`config.mk`:
```
export PLATFORM = sky130hd
export DESIGN_NAME = adc_ladder_key_decoder_unit
export DESIGN_NICKNAME = d
export VERILOG_FILES = /design/src/rtl/adclk_pkg.sv /design/src/rtl/adclk_ram.sv /design/src/rtl/adclk_match.sv /design/src/rtl/adc_ladder_key_decoder_unit.sv
export SDC_FILE = /design/constraint.sdc
export NUM_CORES = 1
export LEC_CHECK = 0
export ABC_AREA = 1
export BUFFER_PORTS_ARGS = -buffer_cell sky130_fd_sc_hd__buf_2
export CORE_MARGIN = 4
export CORE_UTILIZATION = 65
export CTS_CLUSTER_DIAMETER = 150
export CTS_CLUSTER_SIZE = 25
export DETAILED_ROUTE_END_ITERATION = 7
export GPL_TIMING_DRIVEN = 0
export PLACE_DENSITY = 0.84
export SLEW_MARGIN = 20
export SYNTH_ARGS = -nofsm -noshare
export SYNTH_HDL_FRONTEND = slang
export SYNTH_HIERARCHICAL = 1
export SYNTH_SLANG_ARGS = --single-unit
```
`constraint.sdc`:
```
create_clock -name clk -period 12.2 [get_ports clk]
set_clock_uncertainty 0.05 [all_clocks]
set_input_delay 3.66 -clock clk [delete_from_list [all_inputs] [get_ports clk]]
set_output_delay 3.66 -clock clk [all_outputs]
set_load 0.1 [all_outputs]
```
`src/rtl/adclk_pkg.sv`:
```
// ---------------------------------------------------------------------------
// adclk_pkg
// Shared widths, register codes and types of the ladder key decoder.
// ---------------------------------------------------------------------------
`default_nettype none

package adclk_pkg;

  localparam int KEYS        = 4;
  localparam int GROUPS      = 4;
  localparam int SAMPLE_BITS = 12;

  localparam int KEY_W     = 3;
  localparam int GRP_W     = 2;
  localparam int TIME_W    = 32;
  localparam int DEB_W     = 16;
  localparam int BOUNDS_W  = 48;
  localparam int MASK_W    = 4;
  localparam int GSEL_W    = 8;
  localparam int CFG_IDX_W = 3;
  localparam int IN_W      = 48;
  localparam int OUT_W     = 8;

  localparam logic [KEY_W-1:0] NO_KEY          = KEY_W'(KEYS);
  localparam logic [DEB_W-1:0] DEFAULT_DEBOUNCE = 16'd50;

  // register indexes of the configuration port
  localparam logic [CFG_IDX_W-1:0] REG_LOW_BOUNDS  = 3'd0;
  localparam logic [CFG_IDX_W-1:0] REG_HIGH_BOUNDS = 3'd1;
  localparam logic [CFG_IDX_W-1:0] REG_KEY_MASK    = 3'd2;
  localparam logic [CFG_IDX_W-1:0] REG_GROUP_SEL   = 3'd3;
  localparam logic [CFG_IDX_W-1:0] REG_DEBOUNCE    = 3'd4;

  typedef struct packed {
    logic [BOUNDS_W-1:0] low_bounds;
    logic [BOUNDS_W-1:0] high_bounds;
    logic [MASK_W-1:0]   key_mask;
    logic [GSEL_W-1:0]   group_sel;
  } key_cfg_t;

  typedef struct packed {
    logic             hit;
    logic [KEY_W-1:0] key;
  } match_t;

  typedef struct packed {
    logic [KEY_W-1:0]  last_key;
    logic [TIME_W-1:0] last_time;
  } group_entry_t;

endpackage

`default_nettype wire

```
`src/rtl/adclk_ram.sv`:
```
// ---------------------------------------------------------------------------
// adclk_ram
// Generic single-write, single-read RAM with a registered read port.
// ---------------------------------------------------------------------------
`default_nettype none

module adclk_ram #(
  parameter int WIDTH = 8,
  parameter int DEPTH = 4,
  localparam int AW = (DEPTH > 1) ? $clog2(DEPTH) : 1
) (
  input  wire logic             clk,
  input  wire logic             we,
  input  wire logic [AW-1:0]    waddr,
  input  wire logic [WIDTH-1:0] wdata,
  input  wire logic             re,
  input  wire logic [AW-1:0]    raddr,
  output      logic [WIDTH-1:0] rdata
);

  logic [WIDTH-1:0] mem [DEPTH];

  always_ff @(posedge clk) begin
    if (we) begin
      mem[waddr] <= wdata;
    end
    if (re) begin
      rdata <= mem[raddr];
    end
  end

endmodule

`default_nettype wire

```
`src/rtl/adclk_match.sv`:
```
// ---------------------------------------------------------------------------
// adclk_match
// Range match: lowest enabled key of the sampled group whose range holds it.
// ---------------------------------------------------------------------------
`default_nettype none

module adclk_match (
  input  wire adclk_pkg::key_cfg_t                      cfg,
  input  wire logic [adclk_pkg::GRP_W-1:0]              group_index,
  input  wire logic [adclk_pkg::SAMPLE_BITS-1:0]        adc_sample,
  output      adclk_pkg::match_t                        result
);
  import adclk_pkg::*;

  logic [KEYS-1:0] key_hit;

  always_comb begin
    logic [SAMPLE_BITS-1:0] lo;
    logic [SAMPLE_BITS-1:0] hi;
    for (int k = 0; k < KEYS; k++) begin
      lo = cfg.low_bounds[k*SAMPLE_BITS +: SAMPLE_BITS];
      hi = cfg.high_bounds[k*SAMPLE_BITS +: SAMPLE_BITS];
      key_hit[k] = cfg.key_mask[k]
                && (cfg.group_sel[2*k +: GRP_W] == group_index)
                && !((lo == '0) && (hi == '0))
                && (adc_sample >= lo) && (adc_sample <= hi);
    end
  end

  // walk down so the lowest matching key wins
  always_comb begin
    result.hit = 1'b0;
    result.key = NO_KEY;
    for (int k = KEYS - 1; k >= 0; k--) begin
      if (key_hit[k]) begin
        result.hit = 1'b1;
        result.key = KEY_W'(k);
      end
    end
  end

endmodule

`default_nettype wire

```
`src/rtl/adc_ladder_key_decoder_unit.sv`:
```
// ---------------------------------------------------------------------------
// adc_ladder_key_decoder_unit
// Resistor-ladder keypad decoder: per-group last key and last press time in
// a small RAM, read-modify-write per sample with a one-deep write forward.
// ---------------------------------------------------------------------------
//  channel   | dir | beat contents (low bits first)
//  s_axis    | in  | group_index[1:0], adc_sample[13:2], now_ms[45:14]
//  m_axis    | out | press_event[0], pressed_key[3:1], zero pad[7:4]
//  cfg       | in  | cfg_wr_en, cfg_index (register 0..4), cfg_data
//
// One sample per cycle while m_axis does not stall; each result passes the middle
// stage, where the group RAM read issued on acceptance lands, then the compare,
// time subtraction and write-back load it into the output register.
// Reset is synchronous; per-group state is marked invalid in flip-flops and
// reads as no key, time zero until first written. No clearing pass.
// A stalled m_axis holds the output beat and the middle stage, then s_axis.
// ---------------------------------------------------------------------------
`default_nettype none

module adc_ladder_key_decoder_unit #(
  parameter int GROUPS = adclk_pkg::GROUPS
) (
  input  wire logic                            clk,
  input  wire logic                            rst,
  input  wire logic                            cfg_wr_en,
  input  wire logic [adclk_pkg::CFG_IDX_W-1:0] cfg_index,
  input  wire logic [adclk_pkg::BOUNDS_W-1:0]  cfg_data,
  input  wire logic                            s_axis_tvalid,
  output      logic                            s_axis_tready,
  // group_index[1:0], adc_sample[13:2], now_ms[45:14], zero [47:46]
  input  wire logic [adclk_pkg::IN_W-1:0]      s_axis_tdata,
  output      logic                            m_axis_tvalid,
  input  wire logic                            m_axis_tready,
  // press_event[0], pressed_key[3:1], zero [7:4]
  output      logic [adclk_pkg::OUT_W-1:0]     m_axis_tdata
);
  import adclk_pkg::*;

  localparam int GW    = (GROUPS > 1) ? $clog2(GROUPS) : 1;
  localparam int ENT_W = KEY_W + TIME_W;
  localparam logic [3:0] GROUP_LIMIT = 4'(GROUPS);

  // configuration registers
  key_cfg_t          cfg;
  logic [DEB_W-1:0]  debounce;

  always_ff @(posedge clk) begin
    if (rst) begin
      cfg      <= '0;
      debounce <= DEFAULT_DEBOUNCE;
    end else if (cfg_wr_en) begin
      case (cfg_index)
        REG_LOW_BOUNDS:  cfg.low_bounds  <= cfg_data;
        REG_HIGH_BOUNDS: cfg.high_bounds <= cfg_data;
        REG_KEY_MASK:    cfg.key_mask    <= cfg_data[MASK_W-1:0];
        REG_GROUP_SEL:   cfg.group_sel   <= cfg_data[GSEL_W-1:0];
        REG_DEBOUNCE:    debounce        <= cfg_data[DEB_W-1:0];
        default: ;
      endcase
    end
  end

  // input unpack
  logic [GRP_W-1:0]       in_group;
  logic [SAMPLE_BITS-1:0] in_sample;
  logic [TIME_W-1:0]      in_now;
  logic [3:0]             in_group_ext;
  logic                   in_group_ok;
  logic [GW-1:0]          in_addr;
  match_t                 in_match;

  assign in_group     = s_axis_tdata[GRP_W-1:0];
  assign in_sample    = s_axis_tdata[GRP_W +: SAMPLE_BITS];
  assign in_now       = s_axis_tdata[GRP_W+SAMPLE_BITS +: TIME_W];
  assign in_group_ext = {2'b00, in_group};
  assign in_group_ok  = in_group_ext < GROUP_LIMIT;
  assign in_addr      = in_group_ext[GW-1:0];

  adclk_match u_match (
    .cfg         (cfg),
    .group_index (in_group),
    .adc_sample  (in_sample),
    .result      (in_match)
  );

  // handshake
  logic s1_valid;
  logic out_valid;
  logic out_adv;
  logic s1_adv;
  logic in_fire;

  assign out_adv       = !out_valid || m_axis_tready;
  assign s1_adv        = s1_valid && out_adv;
  assign s_axis_tready = !s1_valid || out_adv;
  assign in_fire       = s_axis_tvalid && s_axis_tready;

  // group state RAM
  logic [GROUPS-1:0] ent_valid;
  logic              ram_we;
  logic [GW-1:0]     ram_waddr;
  group_entry_t      ram_wdata;
  logic [ENT_W-1:0]  ram_rdata;

  adclk_ram #(
    .WIDTH (ENT_W),
    .DEPTH (GROUPS)
  ) u_state_ram (
    .clk   (clk),
    .we    (ram_we),
    .waddr (ram_waddr),
    .wdata (ram_wdata),
    .re    (in_fire),
    .raddr (in_addr),
    .rdata (ram_rdata)
  );

  // middle stage: the RAM read is in flight
  logic              s1_group_ok;
  logic [GW-1:0]     s1_addr;
  logic [KEY_W-1:0]  s1_key;
  logic [TIME_W-1:0] s1_now;
  logic              s1_ent_valid;

  always_ff @(posedge clk) begin
    if (rst) begin
      s1_valid <= 1'b0;
    end else if (in_fire) begin
      s1_valid <= 1'b1;
    end else if (s1_adv) begin
      s1_valid <= 1'b0;
    end
  end

  always_ff @(posedge clk) begin
    if (in_fire) begin
      s1_group_ok  <= in_group_ok;
      s1_addr      <= in_addr;
      s1_key       <= in_match.hit ? in_match.key : NO_KEY;
      s1_now       <= in_now;
      s1_ent_valid <= ent_valid[in_addr];
    end
  end

  // last write, forwarded over the read that raced it
  logic         fwd_valid;
  logic [GW-1:0] fwd_addr;
  group_entry_t fwd_data;

  always_ff @(posedge clk) begin
    if (rst) begin
      fwd_valid <= 1'b0;
      ent_valid <= '0;
    end else if (ram_we) begin
      fwd_valid            <= 1'b1;
      ent_valid[ram_waddr] <= 1'b1;
    end
  end

  always_ff @(posedge clk) begin
    if (ram_we) begin
      fwd_addr <= ram_waddr;
      fwd_data <= ram_wdata;
    end
  end

  group_entry_t      cur;
  logic [DEB_W-1:0]  deb_eff;
  logic [TIME_W-1:0] elapsed;
  logic              press;

  always_comb begin
    if (fwd_valid && (fwd_addr == s1_addr)) begin
      cur = fwd_data;
    end else if (s1_ent_valid) begin
      cur = group_entry_t'(ram_rdata);
    end else begin
      cur.last_key  = NO_KEY;
      cur.last_time = '0;
    end
  end

  assign deb_eff = (debounce == '0) ? DEFAULT_DEBOUNCE : debounce;
  assign elapsed = s1_now - cur.last_time;
  assign press   = s1_group_ok && (s1_key != cur.last_key) && (s1_key != NO_KEY)
                && (elapsed >= {{(TIME_W-DEB_W){1'b0}}, deb_eff});

  assign ram_we              = s1_adv && s1_group_ok;
  assign ram_waddr           = s1_addr;
  assign ram_wdata.last_key  = s1_key;
  assign ram_wdata.last_time = press ? s1_now : cur.last_time;

  // output register
  logic             out_press;
  logic [KEY_W-1:0] out_key;

  always_ff @(posedge clk) begin
    if (rst) begin
      out_valid <= 1'b0;
    end else if (out_adv) begin
      out_valid <= s1_valid;
    end
  end

  always_ff @(posedge clk) begin
    if (s1_adv) begin
      out_press <= press;
      out_key   <= press ? s1_key : NO_KEY;
    end
  end

  assign m_axis_tvalid = out_valid;
  assign m_axis_tdata  = {{(OUT_W-KEY_W-1){1'b0}}, out_key, out_press};

endmodule

`default_nettype wire

```
== Yosys cells after proc, flatten, opt, wreduce, memory -nomap -nowiden ==
Memories as Yosys holds them, arrays and structs flattened. A register that Yosys moved wholly into a read port is not among the register bits.
Index checks and enable logic that the tools add are counted.
Operators by class
  muxes and demuxes: 16
  $lt $le $gt $ge: 13
  add/sub/neg operators: 1
  bitwise logic cells: 2
  eq/ne operators: 11
  reduce and logical (&&, ||, !) cells: 54
Operators by type and width (number)
  zero test 12 bit: 8
  2-to-1 mux 35 bit: 2
  greater-or-equal comparator 12 bit: 4
  less-or-equal comparator 12 bit: 4
  greater-or-equal comparator 32 x 16 -> 1 bit: 1
  2-to-1 mux 32 bit: 1
  subtractor 32 bit: 1
  logical AND 1 bit: 28
  zero test 16 bit: 1
  2-to-1 mux 16 bit: 1
  2-to-1 mux 4 bit: 4
  equality test 2 bit: 5
  AND reduction 2 bit: 5
  less-than comparator 2 x 3 -> 1 bit (second input constant): 3
  equality test 3 x 2 -> 1 bit (second input constant): 2
  zero test 1 bit: 6
  2-to-1 mux 1 bit: 6
  bitwise OR 4 bit: 1
  equality test 3 x 1 -> 1 bit (second input constant): 1
  equality test 3 bit (second input constant): 1
  zero test 3 bit: 1
  != test 3 bit: 1
  != test 3 bit (second input constant): 1
  OR reduction 3 bit: 1
  7 further kinds: 8
Storage, ports and cells
  logic and storage cells: 119
  input port bits: 104
  output and inout bits: 10
  bits in registers: 211
  memory bits (writable): 140
  memories kept: 1
Memories
  u_state_ram.mem: words 4, bits a word 35, read ports 1, clocked after memory_dff 1, wr ports 1, RTL line adclk_ram.sv:21  | logic [WIDTH-1:0] mem [DEPTH];

== Logic depth before layout (Yosys ltp) ==
Gate-level depths: netlist of the first run.
  depth after elaboration: 12
  mapped depth: 37

== Hierarchy ==
The synthesis of the first run kept the hierarchy.
Modules (own cells, without submodules)
  adc_ladder_key_decoder_unit: area an instance 11183.2 um^2, sequential area each 4994.8 um^2, instances 1, cells each 1536
  adclk_ram: area an instance 7014.2 um^2, sequential area each 5255.0 um^2, instances 1, cells each 591
  adclk_match: area an instance 3044.2 um^2, sequential area each 0.0 um^2, instances 1, cells each 529

== Worst setup path before layout of the first run ==
Ideal clock, no wire load.
  kind: input -> output
  from: in m_axis_tready
  to: out s_axis_tready
  cell stages on the path: 2
  path slack: 4022 ps
  buffers on the path: 0
  arrival time: 4468 ps
  data required time: 8490 ps
  cells stage by stage: inv_1 -> nand3_1
On the way
  word-level cells in the longest chain between the ends: 2
Ends and longest elaborated chain
  start: declaration: RTL line adc_ladder_key_decoder_unit.sv:33  | input wire logic m_axis_tready,
  logical OR 1 bit: RTL line adc_ladder_key_decoder_unit.sv:93  | assign out_adv = !out_valid || m_axis_tready;
  logical OR 1 bit: RTL line adc_ladder_key_decoder_unit.sv:95  | assign s_axis_tready = !s1_valid || out_adv;
  end: declaration: RTL line adc_ladder_key_decoder_unit.sv:29  | output logic s_axis_tready,
No other way between the ends.

== Worst setup path in the final report of the first run ==
Ends and elaborated chain as after synthesis.

==> results of run 1 <==
-- flip-flops by register name, summed over array words and instances (netlist names) --
signal             flops
cfg                  108
debounce              16
ent_valid              4
fwd_addr               2
fwd_data              35
fwd_valid              1
m_axis_tvalid          1
out_key                3
out_press              1
ram_waddr              2
s1_ent_valid           1
s1_key                 3
s1_now                32
s1_valid               1
u_state_ram/mem      140
u_state_ram/rdata     35
-- worst paths after layout --
check                         startpoint                              end  cells past startpoint
setup reg to reg  ram_waddr[1]$_DFFE_PP_  u_state_ram/mem[2][6]$_DFFE_PP_                     34
hold reg to reg      cfg[0]$_SDFFE_PP0P_              cfg[0]$_SDFFE_PP0P_                      2
setup / recovery           m_axis_tready                    s_axis_tready                      4
hold / removal       cfg[0]$_SDFFE_PP0P_              cfg[0]$_SDFFE_PP0P_                      2
-- cell type report --
cell class,instances,share of cell area
inverter,466,0.0762
multi-input combinational,1721,0.380
clock buffer,30,0.0224
sequential,385,0.444
buffer,87,0.0212
tap,435,0.0236
clock inverter,1,0.000704
timing repair buffer,127,0.0319
-- power by group through the flow --
stage / Clock, uW / Combinational, uW / Sequential, uW
after floorplan: 0 / 345 / 1510
after global placement: 0 / 483 / 1510
after detailed placement: 0 / 510 / 1510
after CTS: 712 / 514 / 1480
after global routing: 762 / 580 / 1490
final: 712 / 524 / 1480
-- logic make-up (layout without fill, tap and decap cells) --
family / after synthesis / in the layout / share of synthesized area
XOR/XNOR: 22 / 22 / 0.00907
AND/OR/NAND/NOR: 1272 / 1272 / 0.251
buffers and inverters: 553 / 711 / 0.106
adder cells (fa/ha/maj): 136 / 136 / 0.0801
flip-flops: 385 / 385 / 0.483
other: 1 / 4 / 0.000177
AO/OA/AOI/OAI: 287 / 287 / 0.0710
-- layer usage --
layer	up-vias	GRT usage	share of wire
met3	178	0.0435	0.089
li1	8776	-	-
met2	944	0.556	0.49
met1	8474	0.379	0.37
met4	2	0.138	0.048
met5	-	0	0.00023
-- cells in the final DEF (no fill, tap or decap), drive strengths merged --
| cell type | instances |
|---|---|
| a2111oi | 1 |
| a211oi | 2 |
| a21boi | 1 |
| a21o | 4 |
| a21oi | 93 |
| a311oi | 1 |
| a31oi | 6 |
| a32oi | 1 |
| and2 | 2 |
| buf | 167 |
| clkbuf | 77 |
| clkinv | 1 |
| conb | 4 |
| dfxtp | 131 |
| edfxtp | 254 |
| ha | 136 |
| inv | 466 |
| nand2 | 625 |
| nand3 | 233 |
| nand3b | 8 |
| nand4 | 22 |
| nor2 | 356 |
| nor3 | 20 |
| nor3b | 1 |
| nor4 | 4 |
| o21a | 6 |
| o21ai | 168 |
| o21bai | 3 |
| o221a | 1 |
| or2 | 1 |
| xnor2 | 4 |
| xor2 | 18 |
-- worst max-delay path: stages --
cell     delay [ns]
buf_2          0.08
inv_1          0.04
nand3_1        0.09
buf_2          0.44
-- metrics by stage --
stage | area [sq um] | utilization | hold WS [ns] | setup WS (ns)
floorplan | 21300 | - | 0.382 | 4.02
global placement | 22300 | 0.701 | 0.394 | 1.35
detailed placement | 22600 | 0.708 | 0.401 | 4.19
CTS | 23100 | 0.724 | 0.416 | 4.18
global route | 23100 | 0.724 | 0.433 | 4.14
finish | 23100 | 0.724 | 0.416 | 4.18
==> impl_metrics.prom, run 1 <==
# TYPE chip_impl_metric gauge
chip_impl_metric{name="fin_setup_tns",unit="ns"} 0
chip_impl_info{name="cp-start-kind",value="primary input"} 1
chip_impl_metric{name="power.internal",unit="uW"} 1930
chip_impl_metric{name="power.share.switching",unit=""} 0.291
chip_impl_metric{name="p_per_area",unit="nW/um^2"} 118
chip_impl_info{name="worstHoldPathType",value="reg -> reg"} 1
chip_impl_info{name="synth_commonest_cells",value="611 x nand2_1, 449 x inv_1, 345 x nor2_1"} 1
chip_impl_metric{name="post-route-period-util",unit=""} 0.657
chip_impl_metric{name="clkLatencyLatePin",unit="ns"} 0.54
chip_impl_info{name="postSynth.topFlopCell",value="edfxtp_1"} 1
chip_impl_metric{name="cts-resized-gates",unit=""} 0
chip_impl_info{name="timing.setup.critical_path_class",value="in -> out"} 1
chip_impl_metric{name="tightestPinTransition",unit="ns"} 0.870
chip_impl_metric{name="share_clk_of_total_power",unit=""} 0.262
chip_impl_metric{name="grt_pass1_wl",unit="um"} 89900
chip_impl_metric{name="finalNetCount",unit=""} 3047
chip_impl_metric{name="yosysSeqAreaShare",unit=""} 0.483
chip_impl_metric{name="register_to_register_setup_slack",unit="ns"} 5.62
chip_impl_metric{name="finalWeightedCongestion",unit=""} 0.961
chip_impl_metric{name="grt.overflow.total",unit=""} 0
chip_impl_metric{name="routed_wire_length_per_instance",unit="um"} 17.7
chip_impl_metric{name="ys_seq_elements",unit=""} 385
chip_impl_metric{name="numCtsBuffers",unit=""} 19
chip_impl_metric{name="synth_area_per_cell",unit="sq um"} 8.00
chip_impl_metric{name="critPathMaxFanout",unit=""} 3
chip_impl_metric{name="crit_required",unit="ns"} 8.49
chip_impl_metric{name="final-seq-area",unit="sq um"} 10200
chip_impl_metric{name="port-buffer-count",unit=""} 107
chip_impl_metric{name="finalHoldViolations",unit=""} 0
chip_impl_metric{name="post-route-drc-count",unit=""} 0
chip_impl_metric{name="postRouteAntennaNets",unit=""} 0
chip_impl_metric{name="fp.dieW",unit="um"} 189
chip_impl_metric{name="place.detailed.instances",unit=""} 3221
chip_impl_metric{name="initial_antenna_violation_count",unit=""} 1
chip_impl_metric{name="crit_arrival",unit="ns"} 4.31
chip_impl_metric{name="wire_length_reported_by_the_detailed_router",unit="um"} 57600
chip_impl_metric{name="multi_input_comb_area",unit="sq um"} 8780
chip_impl_metric{name="yosysWarnings",unit=""} 6
chip_impl_metric{name="max-slew-margin-rel",unit=""} 0.417
chip_impl_info{name="synthDominantAreaCellType",value="edfxtp_1"} 1
chip_impl_metric{name="power_frac_seq",unit=""} 0.545
chip_impl_metric{name="drt-pass1-iter-count",unit=""} 6
chip_impl_info{name="most_numerous_cell_in_the_yosys_netlist",value="nand2_1"} 1
chip_impl_metric{name="worst_setup_hold_path_clk_slew",unit="ns"} 0.10
chip_impl_metric{name="max-cap-violations",unit=""} 0
chip_impl_metric{name="cts_hold_buf",unit=""} 0
chip_impl_metric{name="die_area",unit="sq um"} 35600
chip_impl_metric{name="drt_first_iter_violations",unit=""} 1911
chip_impl_info{name="synth.area.top_cells",value="edfxtp_1 36%, dfxtp_1 12%, nand2_1 11%, ha_1 8.0%, inv_1 7.9%"} 1
chip_impl_metric{name="vias_per_cell",unit=""} 5.65
chip_impl_metric{name="p_leak",unit="uW"} 0.0107
chip_impl_info{name="status",value="completed"} 1
chip_impl_metric{name="mappedNetlistArea",unit="sq um"} 21200
chip_impl_metric{name="drive_above_1_share",unit=""} 0.0870
chip_impl_metric{name="num_vias",unit=""} 18400
chip_impl_metric{name="area_growth_syn_to_layout",unit="%"} 8.70
chip_impl_metric{name="clock_path_buffers",unit=""} 3
chip_impl_metric{name="netlist-cell-type-count",unit=""} 48
chip_impl_metric{name="num_antenna_cells",unit=""} 0
chip_impl_metric{name="maximum_number_of_pins_on_one_net_before_global_route_repair",unit=""} 54
chip_impl_metric{name="maxSlewViolCount",unit=""} 0
chip_impl_metric{name="postCtsSetupBuffers",unit=""} 0
chip_impl_metric{name="timing.fmax",unit="MHz"} 125
chip_impl_metric{name="floorplan.initialDensity",unit=""} 0.666
chip_impl_metric{name="final.min_clock_period",unit="ns"} 8.02
chip_impl_metric{name="groute.usage.overall",unit=""} 0.312
chip_impl_metric{name="maximum_level_of_the_cts_h_tree",unit=""} 1
chip_impl_metric{name="synth_enable_flop_cells",unit=""} 254
chip_impl_metric{name="final_cell_count_no_fill",unit=""} 3252
chip_impl_metric{name="core_area",unit="sq um"} 31900
chip_impl_metric{name="dp.final_hpwl",unit="um"} 43600
chip_impl_info{name="clock_tree_from_tritoncts",value="done"} 1
chip_impl_metric{name="floorplan.die.height",unit="um"} 189
chip_impl_metric{name="syn_inst",unit=""} 2656
chip_impl_info{name="endpoint_kind",value="primary output"} 1
chip_impl_metric{name="fillCellCount",unit=""} 2491
chip_impl_metric{name="synth_top_area_frac",unit=""} 0.359
chip_impl_metric{name="async_reset_ff_frac",unit=""} 0
chip_impl_metric{name="ir_drop",unit="uV"} 123
chip_impl_metric{name="finalPower",unit="uW"} 2720
chip_impl_info{name="cts_root_buf",value="clkbuf_16"} 1
chip_impl_metric{name="combPwrFrac",unit=""} 0.193
chip_impl_metric{name="grt_pass1_vias",unit=""} 17900
chip_impl_metric{name="clock_sink_count",unit=""} 385
chip_impl_metric{name="design.portCount",unit=""} 114
chip_impl_info{name="rsz0062_at_grt",value="no"} 1
chip_impl_metric{name="switching_power",unit="uW"} 792
chip_impl_metric{name="setup_viol",unit=""} 0
chip_impl_metric{name="num_rows",unit=""} 65
Power figures use the tool's default switching activity.
==> run 2: changes to the inputs <==
ABC_AREA = 0   (was 1)
CORE_UTILIZATION = 62   (was 65)
PLACE_DENSITY = 0.81   (was 0.84)
clock period = 8.1 ns   (was 12.2 ns; I/O delays follow)
==> run 2 against run 1 <==
  * Synthesized area decreased by 7.3%
  * Sequential share of layout area increased by 3.2 points
  * Flip-flop and latch count unchanged
  * Utilization decreased by 3.0 points
  * Critical path type is now reg -> reg
  * First-iteration DRC count decreased by 40%
  * Combinational power increased by 26%
  * Sequential power increased by 49%
  * Critical path depth increased by 23
  * Clock power increased by 49%
  * Routed wire length decreased by 15%
  * Critical endpoint is now u_state_ram/mem[1][19]$_DFFE_PP_
==> impl_metrics.prom, run 2 <==
# TYPE chip_impl_metric gauge
chip_impl_metric{name="switching_power",unit="uW"} 1050
chip_impl_metric{name="yosysWarnings",unit=""} 6
chip_impl_metric{name="final_cell_count_no_fill",unit=""} 2358
chip_impl_metric{name="yosysSeqAreaShare",unit=""} 0.521
chip_impl_metric{name="power.internal",unit="uW"} 2880
chip_impl_metric{name="initial_antenna_violation_count",unit=""} 1
chip_impl_metric{name="num_antenna_cells",unit=""} 0
chip_impl_metric{name="grt.overflow.total",unit=""} 0
chip_impl_metric{name="finalNetCount",unit=""} 2190
chip_impl_metric{name="maximum_level_of_the_cts_h_tree",unit=""} 1
chip_impl_metric{name="critPathMaxFanout",unit=""} 10
chip_impl_metric{name="setup_slack_placement",unit="ns"} 0.149
chip_impl_metric{name="utilization",unit=""} 0.694
chip_impl_metric{name="post-route-drc-count",unit=""} 0
chip_impl_metric{name="setup_viol",unit=""} 0
chip_impl_info{name="worst_r2r_endpoint",value="u_state_ram/mem[1][19]$_DFFE_PP_"} 1
chip_impl_metric{name="synth_top_area_frac",unit=""} 0.387
chip_impl_metric{name="tightestPinTransition",unit="ns"} 0.796
chip_impl_metric{name="routed_wire_length_per_instance",unit="um"} 20.8
chip_impl_info{name="worstHoldPathType",value="reg -> reg"} 1
chip_impl_info{name="status",value="completed"} 1
chip_impl_metric{name="drt_first_iter_violations",unit=""} 1151
chip_impl_metric{name="ys_seq_elements",unit=""} 385
chip_impl_metric{name="fp.dieW",unit="um"} 186
chip_impl_metric{name="mappedNetlistArea",unit="sq um"} 19700
chip_impl_metric{name="share_clk_of_total_power",unit=""} 0.270
chip_impl_metric{name="netlist-cell-type-count",unit=""} 89
chip_impl_metric{name="grt_pass1_vias",unit=""} 14700
chip_impl_metric{name="drt-pass1-iter-count",unit=""} 6
chip_impl_info{name="postSynth.topFlopCell",value="edfxtp_1"} 1
chip_impl_metric{name="maxSlewViolCount",unit=""} 0
chip_impl_metric{name="floorplan.die.height",unit="um"} 186
chip_impl_metric{name="wire_length_reported_by_the_detailed_router",unit="um"} 49000
chip_impl_metric{name="design.portCount",unit=""} 114
chip_impl_info{name="synth_commonest_cells",value="299 x nand2_1, 254 x edfxtp_1, 197 x a21oi_1"} 1
chip_impl_metric{name="place_area",unit="sq um"} 20900
chip_impl_metric{name="clock_sink_count",unit=""} 385
chip_impl_info{name="endpoint_kind",value="register"} 1
chip_impl_metric{name="p_leak",unit="uW"} 0.00782
chip_impl_metric{name="max-slew-margin-rel",unit=""} 0.469
chip_impl_metric{name="finalHoldViolations",unit=""} 0
chip_impl_info{name="clock_tree_from_tritoncts",value="done"} 1
chip_impl_metric{name="num_rows",unit=""} 64
chip_impl_metric{name="floorplan.initialDensity",unit=""} 0.635
chip_impl_metric{name="power.share.switching",unit=""} 0.267
chip_impl_metric{name="drive_above_1_share",unit=""} 0.129
chip_impl_info{name="layout.cells.most_common_list",value="298 x nand2_1, 254 x edfxtp_1, 197 x a21oi_1"} 1
chip_impl_info{name="most_numerous_cell_in_the_yosys_netlist",value="nand2_1"} 1
chip_impl_metric{name="numCtsBuffers",unit=""} 19
chip_impl_info{name="reg.largest.list",value="u_state_ram/mem (140), cfg (108)"} 1
chip_impl_metric{name="register_to_register_setup_slack",unit="ns"} 0.63
chip_impl_metric{name="place.detailed.instances",unit=""} 2321
chip_impl_metric{name="postLayoutCellArea",unit="sq um"} 21500
chip_impl_info{name="hp-start",value="cfg[89]$_SDFFE_PP0P_"} 1
chip_impl_metric{name="final.min_clock_period",unit="ns"} 7.47
chip_impl_metric{name="combPwrFrac",unit=""} 0.168
chip_impl_metric{name="groute.usage.overall",unit=""} 0.277
chip_impl_metric{name="num_vias",unit=""} 14700
chip_impl_metric{name="clock_path_buffers",unit=""} 3
chip_impl_metric{name="syn_inst",unit=""} 1808
chip_impl_metric{name="crit_arrival",unit="ns"} 7.73
chip_impl_info{name="cts_root_buf",value="clkbuf_16"} 1
chip_impl_metric{name="p_per_area",unit="nW/um^2"} 183
chip_impl_metric{name="cts_hold_buf",unit=""} 0
chip_impl_info{name="cp-start-kind",value="register"} 1
chip_impl_metric{name="worstHoldPathCells",unit=""} 2
chip_impl_info{name="regToRegStartpoint",value="ram_waddr[1]$_DFFE_PP_"} 1
chip_impl_metric{name="timing.fmax",unit="MHz"} 134
chip_impl_metric{name="synth_enable_flop_cells",unit=""} 254
chip_impl_info{name="rsz0062_at_grt",value="no"} 1
chip_impl_metric{name="dp.final_hpwl",unit="um"} 35900
chip_impl_info{name="synth.area.top_cells",value="edfxtp_1 39%, dfxtp_1 13%, ha_1 8.6%, nand2_1 5.7%, a21oi_1 5.0%"} 1
chip_impl_metric{name="die_area",unit="sq um"} 34700
chip_impl_metric{name="vias_per_cell",unit=""} 6.24
chip_impl_metric{name="largest_reg_flops",unit=""} 140
chip_impl_metric{name="core_area",unit="sq um"} 31000
chip_impl_info{name="timing.setup.critical_path_class",value="reg -> reg"} 1
chip_impl_metric{name="ir_drop",unit="uV"} 168
chip_impl_metric{name="max-cap-violations",unit=""} 0
chip_impl_info{name="worstHoldEndpoint",value="cfg[89]$_SDFFE_PP0P_"} 1
chip_impl_metric{name="power_frac_seq",unit=""} 0.562
chip_impl_info{name="mostFrequentLayoutCell",value="nand2_1"} 1
chip_impl_metric{name="synth_area_per_cell",unit="sq um"} 10.9
chip_impl_metric{name="finalWeightedCongestion",unit=""} 0.946
chip_impl_metric{name="fin_ws",unit="ns"} 0.631
chip_impl_metric{name="clkLatencyLatePin",unit="ns"} 0.55
chip_impl_metric{name="area_growth_syn_to_layout",unit="%"} 9.30
chip_impl_metric{name="post-route-period-util",unit=""} 0.922
chip_impl_metric{name="postRouteAntennaNets",unit=""} 0
chip_impl_metric{name="worstRegToRegCells",unit=""} 27
chip_impl_metric{name="worst_hold_slack",unit="ns"} 0.424
chip_impl_info{name="synthDominantAreaCellType",value="edfxtp_1"} 1
chip_impl_info{name="max_flop_register",value="u_state_ram/mem"} 1
chip_impl_metric{name="worst_setup_hold_path_clk_slew",unit="ns"} 0.10
chip_impl_metric{name="crit_required",unit="ns"} 8.36
chip_impl_metric{name="async_reset_ff_frac",unit=""} 0
chip_impl_metric{name="maximum_number_of_pins_on_one_net_before_global_route_repair",unit=""} 51
chip_impl_metric{name="port-buffer-count",unit=""} 106
chip_impl_metric{name="grt_pass1_wl",unit="um"} 75600
-- run 2: metal layers --
metal	global-route usage	vias to the layer above	part of all wire
met3	0.0387	145	0.071
met5	0	-	0.00022
met2	0.494	620	0.50
li1	-	6836	-
met1	0.338	7118	0.39
met4	0.117	2	0.045
-- run 2: critical path, stage by stage, from the launching register on --
cell       delay [ns]
edfxtp_1         0.50
xnor2_2          0.29
buf_2            0.28
buf_4            0.22
nand2_2          0.20
clkbuf_2         0.30
and3_1           0.24
a21oi_1          0.28
ha_1             0.39
and2_1           0.27
o2111a_1         0.17
nor2_1           0.17
o31ai_4          0.15
maj3_1           0.37
maj3_1           0.38
xnor2_1          0.15
ha_1             0.33
a21oi_1          0.17
o2111ai_1        0.12
a2111oi_1        0.33
o221ai_1         0.20
a2111oi_2        0.23
o2111ai_1        0.19
a2111oi_2        0.30
a41oi_1          0.17
buf_6            0.20
buf_6            0.17
mux2i_1          0.36
-- run 2: how the worst max path moves through the flow --
stage,from,to
5_1_grt,ram_waddr[1]$_DFFE_PP_,fwd_data[22]$_DFFE_PP_
6_report,ram_waddr[1]$_DFFE_PP_,u_state_ram/mem[1][19]$_DFFE_PP_
3_5_place_dp,ram_waddr[1]$_DFFE_PP_,u_state_ram/mem[2][4]$_DFFE_PP_
2_1_floorplan,m_axis_tready,u_state_ram/mem[0][0]$_DFFE_PP_
3_3_place_gp,m_axis_tready,u_state_ram/mem[0][21]$_DFFE_PP_
4_1_cts,ram_waddr[1]$_DFFE_PP_,u_state_ram/mem[2][4]$_DFFE_PP_
-- run 2: final cells by class --
cell class	instances	area [sq um]
fillers	2255	9470
flip-flops and latches	385	10200
well taps	396	495
clock buffers	31	520
repair buffers	118	686
multi-input cells	1190	8530
plain buffers	88	460
clock inverters	2	25.0
inverters	148	556
-- run 2: stage by stage --
step           power [uW]  setup TNS (ns)
6_report             3940               0
5_1_grt              4090               0
4_1_cts              3930               0
3_5_place_dp         2890               0
3_3_place_gp         2860          -73.05
2_1_floorplan        2690               0
-- run 2: kinds of logic after synthesis --
family | Yosys count | share of synthesized area
AND/OR/NAND/NOR | 538 | 0.129
flip-flops | 385 | 0.521
multiplexers | 75 | 0.0622
XOR/XNOR | 41 | 0.0194
AO/OA/AOI/OAI | 388 | 0.127
buffers and inverters | 236 | 0.0511
adder cells (fa/ha/maj) | 144 | 0.0905
other | 1 | 0.000190
-- run 2: repair_timing --
item                                    in CTS  in global routing
buffers inserted                             0                  4
endpoints found under the setup margin       0                164
resized for setup                            0                 27
-- run 2: power by group through the flow --
stage / logic, uW / clock network, uW / registers [uW]
6_report: 661 / 1060 / 2210
5_1_grt: 724 / 1150 / 2220
4_1_cts: 638 / 1080 / 2210
3_5_place_dp: 633 / 0 / 2260
3_3_place_gp: 604 / 0 / 2260
2_1_floorplan: 443 / 0 / 2250
